<file path="config.mk">
export PLATFORM = sky130hd
export DESIGN_NAME = slt_fnv_unit
export DESIGN_NICKNAME = d
export VERILOG_FILES = /design/src/hw/rtl/slt_pkg.sv /design/src/hw/rtl/slt_fnv_unit.sv
export SDC_FILE = /design/constraint.sdc
export NUM_CORES = 1
export LEC_CHECK = 0
export ABC_AREA = 1
export BUFFER_PORTS_ARGS = -buffer_cell sky130_fd_sc_hd__buf_2
export CORE_ASPECT_RATIO = 0.9
export CORE_MARGIN = 5
export CORE_UTILIZATION = 45
export DETAILED_ROUTE_END_ITERATION = 7
export PLACE_DENSITY = 0.6
export SKIP_CTS_REPAIR_TIMING = 1
export SLEW_MARGIN = 0
export SYNTH_ARGS = -nofsm -noshare
export SYNTH_HDL_FRONTEND = slang
export SYNTH_SLANG_ARGS = --single-unit
export TNS_END_PERCENT = 5
</file>
<file path="constraint.sdc">
create_clock -name aclk -period 33.8 [get_ports aclk]
set_input_delay 6.76 -clock aclk [delete_from_list [all_inputs] [get_ports aclk]]
set_output_delay 6.76 -clock aclk [all_outputs]
set_load 0.05 [all_outputs]
</file>
<file path="src/hw/rtl/slt_pkg.sv">
// Shared types and constants for the scheduler latency tracker.
`timescale 1ns / 1ps
package slt_pkg;

    localparam int TASK_W = 22;
    localparam int TIME_W = 64;
    localparam int CPU_W  = 12;
    localparam int HASH_W = 64;
    localparam int NAME_W = 128;

    localparam logic [HASH_W-1:0] FNV_BASIS     = 64'hcbf29ce484222325;
    // The prime is 2^40 + 0x1b3: a shift plus a narrow constant product.
    localparam int                FNV_PRIME_SH  = 40;
    localparam logic [8:0]        FNV_PRIME_LOW = 9'h1b3;

    typedef enum logic [1:0] {
        REQ_WAKEUP = 2'd0,
        REQ_SWITCH = 2'd1,
        REQ_EXIT   = 2'd2,
        REQ_UNUSED = 2'd3
    } req_type_t;

    typedef struct packed {
        logic [TASK_W-1:0] task_id;
        logic [TIME_W-1:0] wake_time;
    } entry_t;

    typedef struct packed {
        logic busy;
        logic done;
    } hash_stat_t;

endpackage

</file>
<file path="src/hw/rtl/slt_fnv_unit.sv">
// Byte-serial FNV-1a 64 hash unit over one zero-terminated name.
`timescale 1ns / 1ps
module slt_fnv_unit #(
    parameter int NAME_BYTES = 16
) (
    input  logic                       aclk,
    input  logic                       aresetn,
    input  logic                       start,
    input  logic [slt_pkg::NAME_W-1:0] name,
    output slt_pkg::hash_stat_t        stat,
    output logic [slt_pkg::HASH_W-1:0] hash
);
    import slt_pkg::*;

    localparam int CW = $clog2(NAME_BYTES + 1);

    logic              busy_reg;
    logic [HASH_W-1:0] hash_reg;
    logic [NAME_W-1:0] name_reg;
    logic [CW-1:0]     cnt_reg;
    logic [7:0]        byte_val;
    logic              stop;
    logic [HASH_W-1:0] mixed;
    logic [HASH_W-1:0] hash_next;

    // Fold in one byte and multiply by the prime
    always_comb begin
        byte_val  = name_reg[7:0];
        stop      = (byte_val == 8'd0) || (cnt_reg == CW'(NAME_BYTES));
        mixed     = hash_reg ^ {{(HASH_W-8){1'b0}}, byte_val};
        hash_next = (mixed << FNV_PRIME_SH) + (mixed * {{(HASH_W-9){1'b0}}, FNV_PRIME_LOW});
    end

    // Step through the name one byte a cycle
    always_ff @(posedge aclk) begin
        if (!aresetn) begin
            busy_reg <= 1'b0;
        end else if (start) begin
            busy_reg <= 1'b1;
            hash_reg <= FNV_BASIS;
            name_reg <= name;
            cnt_reg  <= '0;
        end else if (busy_reg) begin
            if (stop) begin
                busy_reg <= 1'b0;
            end else begin
                hash_reg <= hash_next;
                name_reg <= name_reg >> 8;
                cnt_reg  <= cnt_reg + 1'b1;
            end
        end
    end

    assign stat.busy = busy_reg;
    assign stat.done = busy_reg && stop;
    assign hash      = hash_reg;

endmodule

</file>
# Yosys cells after proc, flatten, opt, wreduce, memory -nomap -nowiden
# Cells that the tools add are included.
[totals]
reg_bits = 198
in_bits = 131
out_inout_bits = 66
wordCells = 25
[op_classes]
n_addsub = 2
multipliers = 1
n_eq_ne = 2
n_mux = 10
bitwise_logic = 1
n_reduce_logical = 5
[op_table]
columns = ["operator", "n"]
rows = [
  ["two-way mux 128 bit", 3],
  ["two-way mux 64 bit", 2],
  ["adder 64 bit", 1],
  ["multiplier 64 x 9 -> 64 bit (second input constant)", 1],
  ["XOR 64 x 8 -> 64 bit", 1],
  ["two-way mux 5 bit", 2],
  ["logical NOT 8 bit", 1],
  ["adder 5 x 1 -> 5 bit (second input constant)", 1],
  ["equality test 5 bit (second input constant)", 1],
  ["two-way mux 1 bit", 3],
  ["AND reduction 3 bit", 1],
  ["inequality test 2 bit (second input constant)", 1],
  ["nonzero test 2 bit", 1],
  ["logical AND 1 bit", 1],
  ["logical OR 1 bit", 1],
]

# Longest topological paths before layout
[depth]
word_depth = 5
ltp_mapped = 26
mapped_depth_nobuf = 25

# Worst setup path before layout
# Ideal clock, no wire load.
[synth_path]
path_kind = "input to register"
from = "input port start"
to = "register cnt_reg[0] (enable)"
setup_time_ns = 1.058
arrival_time_ns = 21.433
t_required_ns = 32.742
setup_slack_ns = 11.309
path_stages = 4
n_path_buf = 2
cell_sequence = "buf_2 -> clkinv_1 -> buf_2 -> a21boi_0"
[synth_via]
elab_chain_cells = 2
elab_cells_between_ends = 3
classes_between = "eq/ne: 1; reduce/logical: 2"
[synth_rtl]
columns = ["element", "line", "rtl"]
rows = [
  ["start, declared", "slt_fnv_unit.sv:8", "input logic start,"],
  ["inequality test 2 bit (no source line) or nonzero test 2 bit (tied branches)", "-", ""],
  ["AND reduction 3 bit (no source line) *", "-", ""],
  ["end signal, assigned", "slt_fnv_unit.sv:49", "cnt_reg <= cnt_reg + 1'b1;"],
  ["end, declared", "slt_fnv_unit.sv:20", "logic [CW-1:0] cnt_reg;"],
]
# Mark *: on every way between the ends. The rest lies on a longest branch, timed or not.
# A chain may end at the register's enable or synchronous reset.

# Worst setup path in the final report
[layout_path]
from = "input port start"
to = "register hash_reg[47] (netlist: hash[47]) (enable)"
[layout_via]
elab_chain_cells = 2
elab_cells_between_ends = 3
classes_between = "eq/ne: 1; reduce/logical: 2"
[layout_rtl]
columns = ["element", "line", "rtl"]
rows = [
  ["inequality test 2 bit (no source line) or nonzero test 2 bit (tied branches)", "-", ""],
  ["AND reduction 3 bit (no source line) *", "-", ""],
  ["end signal, assigned", "slt_fnv_unit.sv:47", "hash_reg <= hash_next;"],
  ["end, declared", "slt_fnv_unit.sv:18", "logic [HASH_W-1:0] hash_reg;"],
]
# Marks and branches as above.

==> flow_metrics.env <==
export IMPL_fin_area_um2=24010
export IMPL_cts_buffer_depth=2
export IMPL_wl_um=65490
export IMPL_r2r_start="hash[7]"
export IMPL_fp_dieW_um=241.6
export IMPL_overflow=0
export IMPL_place_hpwl_um=56420
export IMPL_yosysUniqueCellTypes=38
export IMPL_postSynthAreaPerCell_um2=7.874
export IMPL_areaGrowthSynthToFinish_pct=10.51
export IMPL_syn_area_um2=21720
export IMPL_clock_tree_root_cell="clkbuf_16"
export IMPL_numCtsBuffers=17
export IMPL_chipHeight_um=218.4
export IMPL_largest_register_ffs=128
export IMPL_gp_congestion=0.9805
export IMPL_maxCapViolations=0
export IMPL_synth_nets=3302
export IMPL_max_stage_delay_ps=770
export IMPL_skew_ps=15.72
export IMPL_path_max_fanout=71
export IMPL_cts_sinks=198
export IMPL_critical_path_startpoint="start"
export IMPL_path_cells="buf_4 > inv_4 > a21boi_4 > buf_4 > buf_4"
export IMPL_rsz0062_at_grt="false"
export IMPL_final_nets=3487
export IMPL_vias=17500
export IMPL_cts_tree="built"
export IMPL_initial_utilization=0.4542
export IMPL_hold_start="name_reg[55]"
export IMPL_layout_common_cells="nand2_1, inv_1, fa_1"
export IMPL_grt_use_total=0.2498
export IMPL_worst_ep_arrival_time_ps=9410
export IMPL_grt_pass1_wl_um=101800
export IMPL_timing_final_crit_share=0.2762
export IMPL_clk_pin_slew_ps=80
export IMPL_grt_pass1_vias=17960
export IMPL_setup_viol=0
export IMPL_num_rows=76
export IMPL_ios=197
export IMPL_placed_area_um2=23400
export IMPL_drtAntennaViolNets=0
export IMPL_critPathBufInv=4
export IMPL_hold_class="register to register"
export IMPL_dr_pass1_iters=6
export IMPL_fin_tns_setup_ps=0
export IMPL_netlist_instances=2759
export IMPL_antenna_found_initial=3
export IMPL_outcome="finished, final reports clean"
export IMPL_cp_slowest_cell="buf_4"
export IMPL_path_class="input pin to register"
export IMPL_period_needed_ps=9334
export IMPL_drc_errors=0
export IMPL_required_ps=33870
export IMPL_core_um2=47830
export IMPL_htree_num_levels=4
export IMPL_cp_start_kind="input pin"
export IMPL_fmax_mhz=107.1
export IMPL_viasPerCell=4.885
export IMPL_final_max_slew_viol_count=0
export IMPL_dieArea_um2=52780
export IMPL_dr_first_iter_drc_count=1302
export IMPL_synth_warnings=0
export IMPL_endpoint_kind="register"
export IMPL_clk_latency_ps=460
export IMPL_grt_max_degree=114
export IMPL_worst_pin_slew_ps=1194
export IMPL_crit_top_cell="buf_4"
export IMPL_io_buffers=196
export IMPL_ys_ff_latch=198
export IMPL_drive_above_1_share=0.09604
export IMPL_crit_family="buffers and inverters"
export IMPL_max_slew_margin=0.1985
export IMPL_layout_commonest_cell="nand2_1"
export IMPL_yosysSeqAreaShare=0.2732
export IMPL_wl_per_cell_um=18.28
export IMPL_final_hold_viol_count=0
==> worst min-delay path, stage by stage, from the launching register on <==
cell and delay, ps:
edfxtp_1 320, nand2_1 50, nand2_1 40
==> path summary, 6_finish.rpt <==
path / end / slack (ps) / cells after the start
max reg2reg: hash[63] / 27720 / 21
min reg2reg: name_reg[47] / 510 / 2
max: hash[47] / 24470 / 5
min: name_reg[47] / 510 / 2
==> metrics by stage <==
stage | utilization | hold slack, ps | worst slack (ps) | cells
after floorplan | - | 479.3 | 11310 | 2759
after global placement | 0.4893 | 490.5 | 24070 | 3549
after detailed placement | 0.4893 | 496.2 | 24020 | 3549
after CTS | 0.5019 | 510.6 | 24520 | 3581
after global routing | 0.5019 | 528.4 | 24280 | 3582
final | 0.5019 | 505.4 | 24470 | 3582
==> synthesized netlist by cell type (all sizes together) <==
library cell  instances  area share
ha                  201        0.12
or2                   7      0.0020
o22ai                 7      0.0020
o21bai               16      0.0055
a32oi                 1     0.00040
clkinv                1     0.00017
a21oi                70       0.016
inv                 698        0.12
nand3                88       0.021
nand3b                6      0.0021
dfxtp                 1     0.00092
and2                  2     0.00058
o21ai                26      0.0060
buf                   4      0.0013
nor4                  5      0.0014
xor2                 45       0.018
nand2               935        0.16
o32ai                 1     0.00040
o21a                  6      0.0021
clkbuf               33      0.0057
a21boi                4      0.0014
nor2                135       0.026
fa                  211        0.19
nand4                12      0.0035
nor3                 12      0.0039
and3                  3     0.00086
a21o                  7      0.0024
xnor2                25       0.010
edfxtp              197        0.27
==> area by class of cell <==
cell class | instances | area (µm²)
inverters | 699 | 2626
repair buffers | 203 | 1036
well taps | 624 | 780.7
clock inverters | 15 | 177.7
multi-input cells | 1825 | 13020
clock buffers | 17 | 425.4
fillers | 4731 | 23820
diodes | 1 | 2.502
flip-flops and latches | 198 | 5936
==> layer usage <==
metal / track usage / share of wire
met1: 0.3548 / 0.46
met4: 0.06618 / 0.026
met3: 0.03962 / 0.059
met2: 0.4032 / 0.46
met5: 0 / 0.00017
==> logic make-up (layout without fill, tap and decap cells) <==
logic type	Yosys count	count (layout)	synth area share
AOI/OAI and AO/OA	138	138	0.03634
xor gates and xnor gates	70	70	0.02822
adders and majority gates	412	412	0.3102
buffers and inverters	736	934	0.1278
DFF	198	198	0.2732
other	0	1	0
and+or+nand+nor	1205	1205	0.2242
Power is left out: the tool's default activity adds up to more than one toggle a clock period on the data nets, which glitch-free logic cannot reach.
